$ cat src/rtl/core/mhvc_pkg.sv
// Package with register map codes, field widths and reset values of the valve controller.
`timescale 1ns / 1ps

package mhvc_pkg;

  // Payload and register widths.
  localparam int unsigned SampleW  = 10;
  localparam int unsigned StoreW   = 11;
  localparam int unsigned CountW   = 8;
  localparam int unsigned OffsetW  = 6;
  localparam int unsigned RegIdxW  = 3;
  localparam int unsigned AddrW    = 5;
  localparam int unsigned DataW    = 32;

  // Register indexes, taken from paddr[4:2].
  localparam logic [RegIdxW-1:0] REG_DRY_LEVEL    = 3'd0;
  localparam logic [RegIdxW-1:0] REG_DAMP_LEVEL   = 3'd1;
  localparam logic [RegIdxW-1:0] REG_FAULT_LIMIT  = 3'd2;
  localparam logic [RegIdxW-1:0] REG_VALID_LOW    = 3'd3;
  localparam logic [RegIdxW-1:0] REG_VALID_HIGH   = 3'd4;
  localparam logic [RegIdxW-1:0] REG_FIRST_OFFSET = 3'd5;

  // Register reset values.
  localparam logic [SampleW-1:0] DRY_LEVEL_RST    = 10'd455;
  localparam logic [SampleW-1:0] DAMP_LEVEL_RST   = 10'd345;
  localparam logic [CountW-1:0]  FAULT_LIMIT_RST  = 8'd3;
  localparam logic [SampleW-1:0] VALID_LOW_RST    = 10'd280;
  localparam logic [SampleW-1:0] VALID_HIGH_RST   = 10'd620;
  localparam logic [OffsetW-1:0] FIRST_OFFSET_RST = 6'd20;

  // Saturation bound of the failure counter.
  localparam logic [CountW-1:0]  COUNT_MAX        = 8'd255;

endpackage

$ cat src/rtl/core/moisture_hysteresis_valve_control.sv
// Top level of the moisture hysteresis valve controller.
`timescale 1ns / 1ps

// Usage:
// One raw converter sample enters per transfer on the input channel (in_valid_i,
// in_stall_o, adc_sample_i); the sensors are visited round robin, starting at sensor 1
// after reset. Each sample produces exactly one result transfer on the output channel
// (out_valid_o, out_stall_i) carrying the valve drive, the fault flag, the moisture
// average and the failure count.
// The transfer edge captures a sample in the input register, and the edge at which it
// advances writes the state and the result register. Throughput is one sample per cycle
// while the receiver does not stall, since the input register can take a new sample at
// the same edge at which its current one moves into the result register. When the
// receiver stalls, the result register holds its transfer and the input register can
// still take one more sample before in_stall_o rises.
// Reset clears the sample store, the average, the failure counter and the valve (closed),
// and loads the default levels and window. Configuration registers sit on the APB port
// at byte address 4*i; the user writes them only while the block is idle (unenforced).
module moisture_hysteresis_valve_control #(
  parameter int unsigned SENSORS = 2
) (
  input  logic                          clk_i,
  input  logic                          rst_ni,
  // Sample channel.
  input  logic                          in_valid_i,
  output logic                          in_stall_o,
  input  logic [mhvc_pkg::SampleW-1:0]  adc_sample_i,
  // Result channel.
  output logic                          out_valid_o,
  input  logic                          out_stall_i,
  output logic                          valve_open_o,
  output logic                          fault_o,
  output logic [mhvc_pkg::SampleW-1:0]  moisture_average_o,
  output logic [mhvc_pkg::CountW-1:0]   failure_count_o,
  // Configuration port.
  input  logic                          psel,
  input  logic                          penable,
  input  logic                          pwrite,
  input  logic [mhvc_pkg::AddrW-1:0]    paddr,
  input  logic [mhvc_pkg::DataW-1:0]    pwdata,
  output logic [mhvc_pkg::DataW-1:0]    prdata,
  output logic                          pready
);

  localparam int unsigned IdxW    = $clog2(SENSORS);
  localparam int unsigned SumW    = mhvc_pkg::StoreW + $clog2(SENSORS);
  localparam int unsigned Shift   = SumW + $clog2(SENSORS);
  localparam int unsigned Recip   = ((2 ** Shift) + SENSORS - 1) / SENSORS;
  localparam int unsigned RecipW  = Shift + 1;
  localparam int unsigned ProdW   = SumW + RecipW;

  // Configuration registers.
  logic [mhvc_pkg::SampleW-1:0] dry_level_q;
  logic [mhvc_pkg::SampleW-1:0] damp_level_q;
  logic [mhvc_pkg::CountW-1:0]  fault_limit_q;
  logic [mhvc_pkg::SampleW-1:0] valid_low_q;
  logic [mhvc_pkg::SampleW-1:0] valid_high_q;
  logic [mhvc_pkg::OffsetW-1:0] first_offset_q;

  logic                         cfg_wr;
  logic [mhvc_pkg::RegIdxW-1:0] cfg_idx;

  assign pready  = 1'b1;
  assign cfg_wr  = psel & penable & pwrite;
  assign cfg_idx = paddr[mhvc_pkg::AddrW-1:2];

  // Register writes complete in the access cycle.
  always_ff @(posedge clk_i or negedge rst_ni) begin
    if (!rst_ni) begin
      dry_level_q    <= mhvc_pkg::DRY_LEVEL_RST;
      damp_level_q   <= mhvc_pkg::DAMP_LEVEL_RST;
      fault_limit_q  <= mhvc_pkg::FAULT_LIMIT_RST;
      valid_low_q    <= mhvc_pkg::VALID_LOW_RST;
      valid_high_q   <= mhvc_pkg::VALID_HIGH_RST;
      first_offset_q <= mhvc_pkg::FIRST_OFFSET_RST;
    end else if (cfg_wr) begin
      case (cfg_idx)
        mhvc_pkg::REG_DRY_LEVEL:    dry_level_q    <= pwdata[mhvc_pkg::SampleW-1:0];
        mhvc_pkg::REG_DAMP_LEVEL:   damp_level_q   <= pwdata[mhvc_pkg::SampleW-1:0];
        mhvc_pkg::REG_FAULT_LIMIT:  fault_limit_q  <= pwdata[mhvc_pkg::CountW-1:0];
        mhvc_pkg::REG_VALID_LOW:    valid_low_q    <= pwdata[mhvc_pkg::SampleW-1:0];
        mhvc_pkg::REG_VALID_HIGH:   valid_high_q   <= pwdata[mhvc_pkg::SampleW-1:0];
        mhvc_pkg::REG_FIRST_OFFSET: first_offset_q <= pwdata[mhvc_pkg::OffsetW-1:0];
        default: ;
      endcase
    end
  end

  // Register read mux.
  always_comb begin
    prdata = '0;
    case (cfg_idx)
      mhvc_pkg::REG_DRY_LEVEL:    prdata = mhvc_pkg::DataW'(dry_level_q);
      mhvc_pkg::REG_DAMP_LEVEL:   prdata = mhvc_pkg::DataW'(damp_level_q);
      mhvc_pkg::REG_FAULT_LIMIT:  prdata = mhvc_pkg::DataW'(fault_limit_q);
      mhvc_pkg::REG_VALID_LOW:    prdata = mhvc_pkg::DataW'(valid_low_q);
      mhvc_pkg::REG_VALID_HIGH:   prdata = mhvc_pkg::DataW'(valid_high_q);
      mhvc_pkg::REG_FIRST_OFFSET: prdata = mhvc_pkg::DataW'(first_offset_q);
      default:                    prdata = '0;
    endcase
  end

  // Pipeline handshake: input register feeds the result register.
  logic                         in_valid_q;
  logic [mhvc_pkg::SampleW-1:0] sample_q;
  logic                         out_valid_q;
  logic                         advance;
  logic                         accept;

  assign advance    = in_valid_q & (~out_valid_q | ~out_stall_i);
  assign in_stall_o = in_valid_q & ~advance;
  assign accept     = in_valid_i & ~in_stall_o;

  always_ff @(posedge clk_i or negedge rst_ni) begin
    if (!rst_ni) begin
      in_valid_q <= 1'b0;
    end else if (accept) begin
      in_valid_q <= 1'b1;
    end else if (advance) begin
      in_valid_q <= 1'b0;
    end
  end

  always_ff @(posedge clk_i) begin
    if (accept) begin
      sample_q <= adc_sample_i;
    end
  end

  // Controller state.
  logic [IdxW-1:0]               sensor_idx_q;
  logic [mhvc_pkg::StoreW-1:0]   store_q [SENSORS];
  logic [mhvc_pkg::SampleW-1:0]  average_q;
  logic [mhvc_pkg::CountW-1:0]   fail_cnt_q;
  logic                          valve_q;

  logic [IdxW-1:0]               idx_eff;
  logic                          idx_zero;
  logic [IdxW-1:0]               sensor_idx_d;
  logic [SumW-1:0]               win_sum;
  logic [ProdW-1:0]              prod;
  logic [SumW-1:0]               quot_est;
  logic [SumW-1:0]               quot_rem;
  logic [SumW-1:0]               quot;
  logic [mhvc_pkg::SampleW-1:0]  average_d;
  logic [mhvc_pkg::StoreW-1:0]   stored_val;
  logic                          in_window;
  logic [mhvc_pkg::CountW-1:0]   fail_cnt_d;
  logic                          fault_d;
  logic                          valve_set;
  logic                          valve_d;

  // Index selection; an out-of-range index counts as sensor zero.
  always_comb begin
    idx_eff  = (32'(sensor_idx_q) >= SENSORS) ? '0 : sensor_idx_q;
    idx_zero = (idx_eff == '0);
    if (32'(idx_eff) + 32'd1 >= SENSORS) begin
      sensor_idx_d = '0;
    end else begin
      sensor_idx_d = idx_eff + IdxW'(1);
    end
  end

  // Sum of stored entries strictly inside the plausibility window.
  always_comb begin
    win_sum = '0;
    for (int k = 0; k < SENSORS; k++) begin
      if ((store_q[k] > mhvc_pkg::StoreW'(valid_low_q)) &&
          (store_q[k] < mhvc_pkg::StoreW'(valid_high_q))) begin
        win_sum = win_sum + SumW'(store_q[k]);
      end
    end
  end

  // Divide by the sensor count with a reciprocal multiply and one correction step.
  always_comb begin
    prod     = ProdW'(win_sum) * ProdW'(RecipW'(Recip));
    quot_est = prod[Shift +: SumW];
    quot_rem = win_sum - SumW'(quot_est * SumW'(SENSORS));
    quot     = (quot_rem >= SumW'(SENSORS)) ? quot_est + SumW'(1) : quot_est;
    average_d = idx_zero ? quot[mhvc_pkg::SampleW-1:0] : average_q;
  end

  // Calibrated value for the store; sensor zero carries the offset.
  assign stored_val = idx_zero
                    ? mhvc_pkg::StoreW'(sample_q) + mhvc_pkg::StoreW'(first_offset_q)
                    : mhvc_pkg::StoreW'(sample_q);

  // Failure counter and hysteresis.
  always_comb begin
    in_window = (sample_q >= valid_low_q) && (sample_q <= valid_high_q);
    if (!in_window) begin
      fail_cnt_d = (fail_cnt_q != mhvc_pkg::COUNT_MAX) ? fail_cnt_q + 8'd1 : fail_cnt_q;
    end else begin
      fail_cnt_d = (fail_cnt_q != '0) ? fail_cnt_q - 8'd1 : fail_cnt_q;
    end
    fault_d   = fail_cnt_d > fault_limit_q;
    valve_set = valve_q | (average_d > dry_level_q);
    if (fault_d) begin
      valve_d = 1'b0;
    end else begin
      valve_d = valve_set & ~(average_d < damp_level_q);
    end
  end

  // State update at each transfer into the result register.
  always_ff @(posedge clk_i or negedge rst_ni) begin
    if (!rst_ni) begin
      sensor_idx_q <= IdxW'(1);
      for (int k = 0; k < SENSORS; k++) begin
        store_q[k] <= '0;
      end
      average_q  <= '0;
      fail_cnt_q <= '0;
      valve_q    <= 1'b0;
    end else if (advance) begin
      sensor_idx_q     <= sensor_idx_d;
      store_q[idx_eff] <= stored_val;
      average_q        <= average_d;
      fail_cnt_q       <= fail_cnt_d;
      valve_q          <= valve_d;
    end
  end

  // Result register.
  always_ff @(posedge clk_i or negedge rst_ni) begin
    if (!rst_ni) begin
      out_valid_q <= 1'b0;
    end else if (advance) begin
      out_valid_q <= 1'b1;
    end else if (!out_stall_i) begin
      out_valid_q <= 1'b0;
    end
  end

  logic                         res_valve_q;
  logic                         res_fault_q;
  logic [mhvc_pkg::SampleW-1:0] res_average_q;
  logic [mhvc_pkg::CountW-1:0]  res_count_q;

  always_ff @(posedge clk_i) begin
    if (advance) begin
      res_valve_q   <= valve_d;
      res_fault_q   <= fault_d;
      res_average_q <= average_d;
      res_count_q   <= fail_cnt_d;
    end
  end

  assign out_valid_o        = out_valid_q;
  assign valve_open_o       = res_valve_q;
  assign fault_o            = res_fault_q;
  assign moisture_average_o = res_average_q;
  assign failure_count_o    = res_count_q;

endmodule

$ cat config.mk
export PLATFORM = sky130hd
export DESIGN_NAME = moisture_hysteresis_valve_control
export DESIGN_NICKNAME = d
export VERILOG_FILES = /design/src/rtl/core/mhvc_pkg.sv /design/src/rtl/core/moisture_hysteresis_valve_control.sv
export SDC_FILE = /design/constraint.sdc
export NUM_CORES = 1
export LEC_CHECK = 0
export BUFFER_PORTS_ARGS = -buffer_cell sky130_fd_sc_hd__buf_2
export CORE_MARGIN = 2
export CORE_UTILIZATION = 40
export DETAILED_ROUTE_END_ITERATION = 16
export PLACE_DENSITY = 0.59
export SLEW_MARGIN = 20
export SYNTH_ARGS = -nofsm -noshare
export SYNTH_HDL_FRONTEND = slang
export SYNTH_SLANG_ARGS = --single-unit
$ cat constraint.sdc
create_clock -name clk_i -period 7.3 [get_ports clk_i]
set_clock_uncertainty 0.1 [all_clocks]
set_input_delay 0.73 -clock clk_i [delete_from_list [all_inputs] [get_ports clk_i]]
set_output_delay 0.73 -clock clk_i [all_outputs]
set_load 0.005 [all_outputs]
======== Yosys cells after proc, flatten, opt, wreduce, memory -nomap -nowiden ========
Cells that the tools add are included.
storage, ports and cells
  register bits ........................... 128
  ROM bits ................................ 0
  bits in writable memories ............... 0
  latch bits .............................. 0
  output and inout port bits .............. 55
  memories kept ........................... 0
  logic and storage cells ................. 92
  input port bits ......................... 54
cells by class
  reductions and logical operators ........ 13
  order comparisons ....................... 13
  equality and inequality tests ........... 7
  shifts and indexed selects .............. 0
  multiplexer cells ....................... 18
  bitwise logic cells ..................... 14
  divide/modulo/power cells ............... 0
  add/subtract/negate cells ............... 8
  $mul .................................... 0
operators by type and width
  cell                                                                    number
  10-bit one-hot mux with 6 select lines                                  1
  11-bit two-way mux                                                      3
  8-bit two-way mux                                                       3
  22-bit bitwise mux                                                      1
  11-bit by 10-bit greater-than comparator with 1-bit output              2
  11-bit by 10-bit < comparator with 1-bit output                         2
  10-bit two-way mux                                                      2
  12-bit by 11-bit adder with 12-bit output                               1
  12-bit by 2-bit >= comparator with 1-bit output, second input constant  1
  12-bit two-way mux                                                      1
  2-bit AND reduction                                                     6
  12-bit subtractor                                                       1
  10-bit by 6-bit adder with 11-bit output                                1
  11-bit demux with 1-bit select                                          1
  10-bit by 1-bit adder with 10-bit output, second input constant         1
  10-bit >= comparator                                                    1
  10-bit greater-than comparator                                          1
  10-bit less-or-equal comparator                                         1
  10-bit < comparator                                                     1
  8-bit by 1-bit adder with 8-bit output, second input constant           1
  8-bit greater-than comparator                                           1
  8-bit inequality test, second input constant                            1
  8-bit nonzero test                                                      1
  8-bit by 1-bit subtractor with 8-bit output, second input constant      1
  16 further kinds                                                        37

======== Longest topological paths before layout ========
  depth after elaboration ................. 13
  gate-level depth with buffers ........... 27
  depth with buffers taken out ............ 26

======== Worst setup path before layout ========
No wires, ideal clock.
  kind .................................... reg-to-reg
  from .................................... register valid_low_q[8] in the netlist's numbering
  to ...................................... register valve_q
  setup slack ............................. 1.825 ns
  required time ........................... 7.104 ns
  stages on the path, launching flop included .. 26
  clock period less this slack ............ 5.475 ns
  library setup time ...................... 0.096 ns
  path buffers ............................ 1
  arrival ................................. 5.279 ns
  cell sequence ........................... dfstp_2 -> inv_1 -> ha_1 -> nand4b_4 -> a211o_1 -> o211ai_1 -> o311a_1 -> clkbuf_1 -> nand2_1 -> inv_1 -> ha_1 -> nor2b_1 -> o21ai_0 -> nand2b_1 -> and3_1 -> o211a_1 -> or3_1 -> a2111o_1 -> a31oi_1 -> o21ai_0 -> ha_1 -> nand4_1 -> o21ai_0 -> a21oi_1 -> or3_1 -> o31ai_1
on the way
  longest elaborated chain between the ends .. 13
  elaborated cells between the ends (all ways) .. 22
  those cells by class .................... 3 x add/sub; 7 x order compare; 6 x mux; 3 x bitwise; 3 x reduce/logical
RTL lines
  what                                                                   line                                                                                RTL
  from (decl)                                                            moisture_hysteresis_valve_control.sv:56                                             logic [mhvc_pkg::SampleW-1:0] valid_low_q;
  from (signal assigned)                                                 moisture_hysteresis_valve_control.sv:73                                             valid_low_q <= mhvc_pkg::VALID_LOW_RST;
  from (signal assigned)                                                 moisture_hysteresis_valve_control.sv:81                                             mhvc_pkg::REG_VALID_LOW: valid_low_q <= pwdata[mhvc_pkg::SampleW-1:0];
  11-bit by 10-bit greater-than comparator with 1-bit output             moisture_hysteresis_valve_control.sv:168                                            if ((store_q[k] > mhvc_pkg::StoreW'(valid_low_q)) &&
  1-bit logical AND                                                      moisture_hysteresis_valve_control.sv:168
  11-bit two-way mux                                                     moisture_hysteresis_valve_control.sv:168
  12-bit by 11-bit adder with 12-bit output                              moisture_hysteresis_valve_control.sv:170                                            win_sum = win_sum + SumW'(store_q[k]);
  12-bit two-way mux *                                                   moisture_hysteresis_valve_control.sv:168
  12-bit subtractor                                                      moisture_hysteresis_valve_control.sv:179                                            quot_rem = win_sum - SumW'(quot_est * SumW'(SENSORS));
  12-bit by 2-bit >= comparator with 1-bit output                        moisture_hysteresis_valve_control.sv:180                                            quot = (quot_rem >= SumW'(SENSORS)) ? quot_est + SumW'(1) : quot_est;
  10-bit two-way mux *                                                   moisture_hysteresis_valve_control.sv:180
  10-bit two-way mux *                                                   moisture_hysteresis_valve_control.sv:181                                            average_d = idx_zero ? quot[mhvc_pkg::SampleW-1:0] : average_q;
  net average_d, one bit                                                 moisture_hysteresis_valve_control.sv:145                                            logic [mhvc_pkg::SampleW-1:0] average_d;
  10-bit greater-than comparator or 10-bit < comparator (tied branches)  moisture_hysteresis_valve_control.sv:198, moisture_hysteresis_valve_control.sv:202
  1-bit OR or 1-bit inverter (tied branches)                             moisture_hysteresis_valve_control.sv:198, moisture_hysteresis_valve_control.sv:202
  1-bit AND *                                                            moisture_hysteresis_valve_control.sv:202                                            valve_d = valve_set & ~(average_d < damp_level_q);
  1-bit two-way mux *                                                    moisture_hysteresis_valve_control.sv:199                                            if (fault_d) begin
  to (signal assigned)                                                   moisture_hysteresis_valve_control.sv:221                                            valve_q <= valve_d;
  to (decl)                                                              moisture_hysteresis_valve_control.sv:135                                            logic valve_q;
Mark *: on every way through the listed nets, which the timed path passes. The rest lies on a longest branch.
A chain may end at the register's enable or synchronous reset.

======== Worst setup path after layout ========
Ends and elaborated chain as after synthesis.

==> metrics.txt <==
number of DRC markers in iteration 0=308; Area growth, synth to finish=12.4%; post-synth top area share=21.0%; I/O Pins=109; Post-synth EDFFs=30; DIE WIDTH=152 um; Lkg Pwr=4.68 nW; row count=54; Worst-path clk slew=0.06 ns; critical path class=reg2reg; worst slack, placed=1.02 ns; Bufs on Longest Clock Path=2; worst-case vdd ir drop=0.000216 V; main combinational cell family by area after synthesis=compound AO/OA/AOI/OAI gates; RePlAce Congestion=0.885; number of max-cap violations=0; Setup WS post-layout=1.02 ns; Avg Inst Size Synth=9.67 um2; number of port buffers=61; Sequential Area=3380 um2; Simple-Gate Fraction of Synth Area=14.5%; Die Y=152 um; Compound-Gate Fraction of Synth Area=16.8%; RSZ-0062 raised after global routing=false; clk root buf=clkbuf_16; Worst Max-Slew Pin Slew=0.940 ns; CP Cell Sequence=inv_1 -> ha_1 -> nand4b_4 -> a211o_1 -> o211ai_1 -> o311a_1 -> nand2_1 -> inv_1 -> ha_1 -> nor2b_1 -> o21ai_0 -> nand2b_1 -> and3_1 -> o211a_1 -> or3_1 -> a2111o_1 -> a31oi_1 -> o21ai_0 -> ha_1 -> nand4_1 -> o21ai_0 -> a21oi_1 -> or3_1 -> o31ai_1; XOR/XNOR Fraction of Synth Area=1.89%; synth unique cells=71; Final ANT Viol Nets=0; largest net degree at the start of global routing=53; CP Launch Type=flip-flop; die area=23200 um2; Max Clk Rate=0.159 GHz; filler cell count in the final layout=2078; Post-CTS Setup Bufs=0; pwr dens=366 nW/um2; grt total ovfl=0; clock sink count=128; first drt pass iteration count=5; Synth Register Bits=128; Vias/cell=5.43; critical path arrival=6.51 ns; number of CTS-inserted buffers=17; Hold Buf Count CTS=0; outcome=finished, final reports clean; GRT Util Overall=20.4%; CP Max Fanout=16; dominant cells by area after synthesis=dfrtp_1 21%, ha_1 14%, edfxtp_1 10%; first-pass GRT wire length=36900 um; Setup Total Neg Slack=0 ns; ant diodes=0; Total Wirelength=23200 um; share of cells above drive strength 1=18.3%; worst-path cell with the longest stage delay=o311a_1; most frequent cells in the layout=108 x nand2_1, 101 x ha_1, 74 x dfrtp_1; Setup Viol. Count Final=0; Final Hold Fails=0; DP HPWL=18000 um; critical path data required time=7.53 ns; Layout Nets=1124; Starting Density=40.6%; Synth area leader=dfrtp_1; Cell Area, Synth=8810 um2; vias in the first global route=6698; sequential-to-total area share from yosys stat=38.4%; # DRC=0; core footprint=21700 um2; Worst Setup End Kind=flip-flop; Top FF cell, synth=dfrtp_1; clk_lat worst skew=0.43 ns; CTS resizes=0; WL per Instance=18.4 um; Rel. slew slack=36.8%; Final min period=6.28 ns; commonest non-fill, non-tap cell in the layout=nand2_1; min-delay worst type=in2async; number of vias in the routed layout=6839; # H-tree levels=4; area share of fa/ha/maj cells after synthesis=14.9%; Multi-input gate area=4980 um2; CTS tree=done; Post-synth ARST share=76.6%; YS warnings=0; post-synthesis instance total=911; post-synthesis mux area share=7.35%; antenna violations before repair=0; period utilization=86.0%; Critical Path Max Stage Delay=0.58 ns; Final Max Slew Viols=0
## critical path, delay by kind of cell, from the launching register on
kind,cells,cell delay (ns)
flops,1,0.53
fa+ha+maj,3,0.97
buf+inv,2,0.16
compound gates,11,2.85
simple gates,8,1.57
## where the power goes
part,leakage (nW),switching [mW],internal [mW]
Clock,0.286,0.356,0.495
Combinational,2.94,0.898,0.685
Sequential,1.45,0.216,0.973
## final timing paths
kind | start | to | slack (ns) | cells after the start
max | valid_low_q[8]$_DFFE_PN1P_ | valve_q$_DFFE_PN0P_ | 1.02 | 24
min | rst_ni | fault_limit_q[2]$_DFFE_PN0P_ | 0.23 | 1
max reg2reg | valid_low_q[8]$_DFFE_PN1P_ | valve_q$_DFFE_PN0P_ | 1.02 | 24
min reg2reg | average_q[1]$_DFFE_PN0P_ | average_q[1]$_DFFE_PN0P_ | 0.37 | 2
max in group asynchronous | rst_ni | average_q[8]$_DFFE_PN0P_ | 5.78 | 2
min in group clk_i | average_q[1]$_DFFE_PN0P_ | average_q[1]$_DFFE_PN0P_ | 0.37 | 2
## per-layer routing
metal  vias to the layer above  GRT usage (%)  wire [um]
met2                       139           34.0      11200
li1                       3395              -          -
met3                        32           3.41        754
met4                         0           6.76        569
met1                      3273           27.1      10700
met5                         -              0          0
## cell usage after synthesis, drive strengths merged (25+ instances only)
cell,count
buf,25
nor2,25
o21ai,70
edfxtp,30
nand2,108
mux2,43
a21o,25
a21oi,38
dfrtp,74
inv,65
ha,101
clkbuf,27
## state kept, by name, summed over array words and instances (netlist names), 8 cells and up
signal / cells
valid_high_q: 10
valid_low_q: 10
average_q: 10
damp_level_q: 10
fault_limit_q: 8
dry_level_q: 10
sample_q: 10
store_q: 22
moisture_average_o: 10
fail_cnt_q: 8
failure_count_o: 8
## final cells by class
class	instances	share of cell area, %
Multi-Input combinational cell	687	50.3
Tap cell	280	3.54
Inverter	65	2.47
Clock buffer	19	4.59
Sequential cell	128	34.2
Timing Repair Buffer	68	3.64
Clock inverter	13	1.25
## per-stage QoR
| stage | cells | hold WS (ns) | area, um2 | total power, mW | utilization [%] |
|---|---|---|---|---|---|
| after floorplan | 932 | 0.334 | 8880 | 2.30 | - |
| after global placement | 1228 | 0.353 | 9320 | 2.75 | 43.0 |
| after detailed placement | 1228 | 0.359 | 9320 | 2.78 | 43.0 |
| after CTS | 1260 | 0.254 | 9900 | 3.64 | 45.6 |
| after global routing | 1260 | 0.291 | 9900 | 3.91 | 45.6 |
| final | 1260 | 0.230 | 9900 | 3.62 | 45.6 |
## cells by family (layout without fill, tap and decap cells)
| group | count (synthesis) | after routing |
|---|---|---|
| AOI/OAI and AO/OA | 226 | 226 |
| xor gates and xnor gates | 19 | 19 |
| adders and majority gates | 104 | 104 |
| buffers and inverters | 117 | 165 |
| DFF | 128 | 128 |
| muxes | 58 | 58 |
| other | 2 | 23 |
| and+or+nand+nor | 257 | 257 |
No activity file was read; power rests on OpenSTA's default activity.
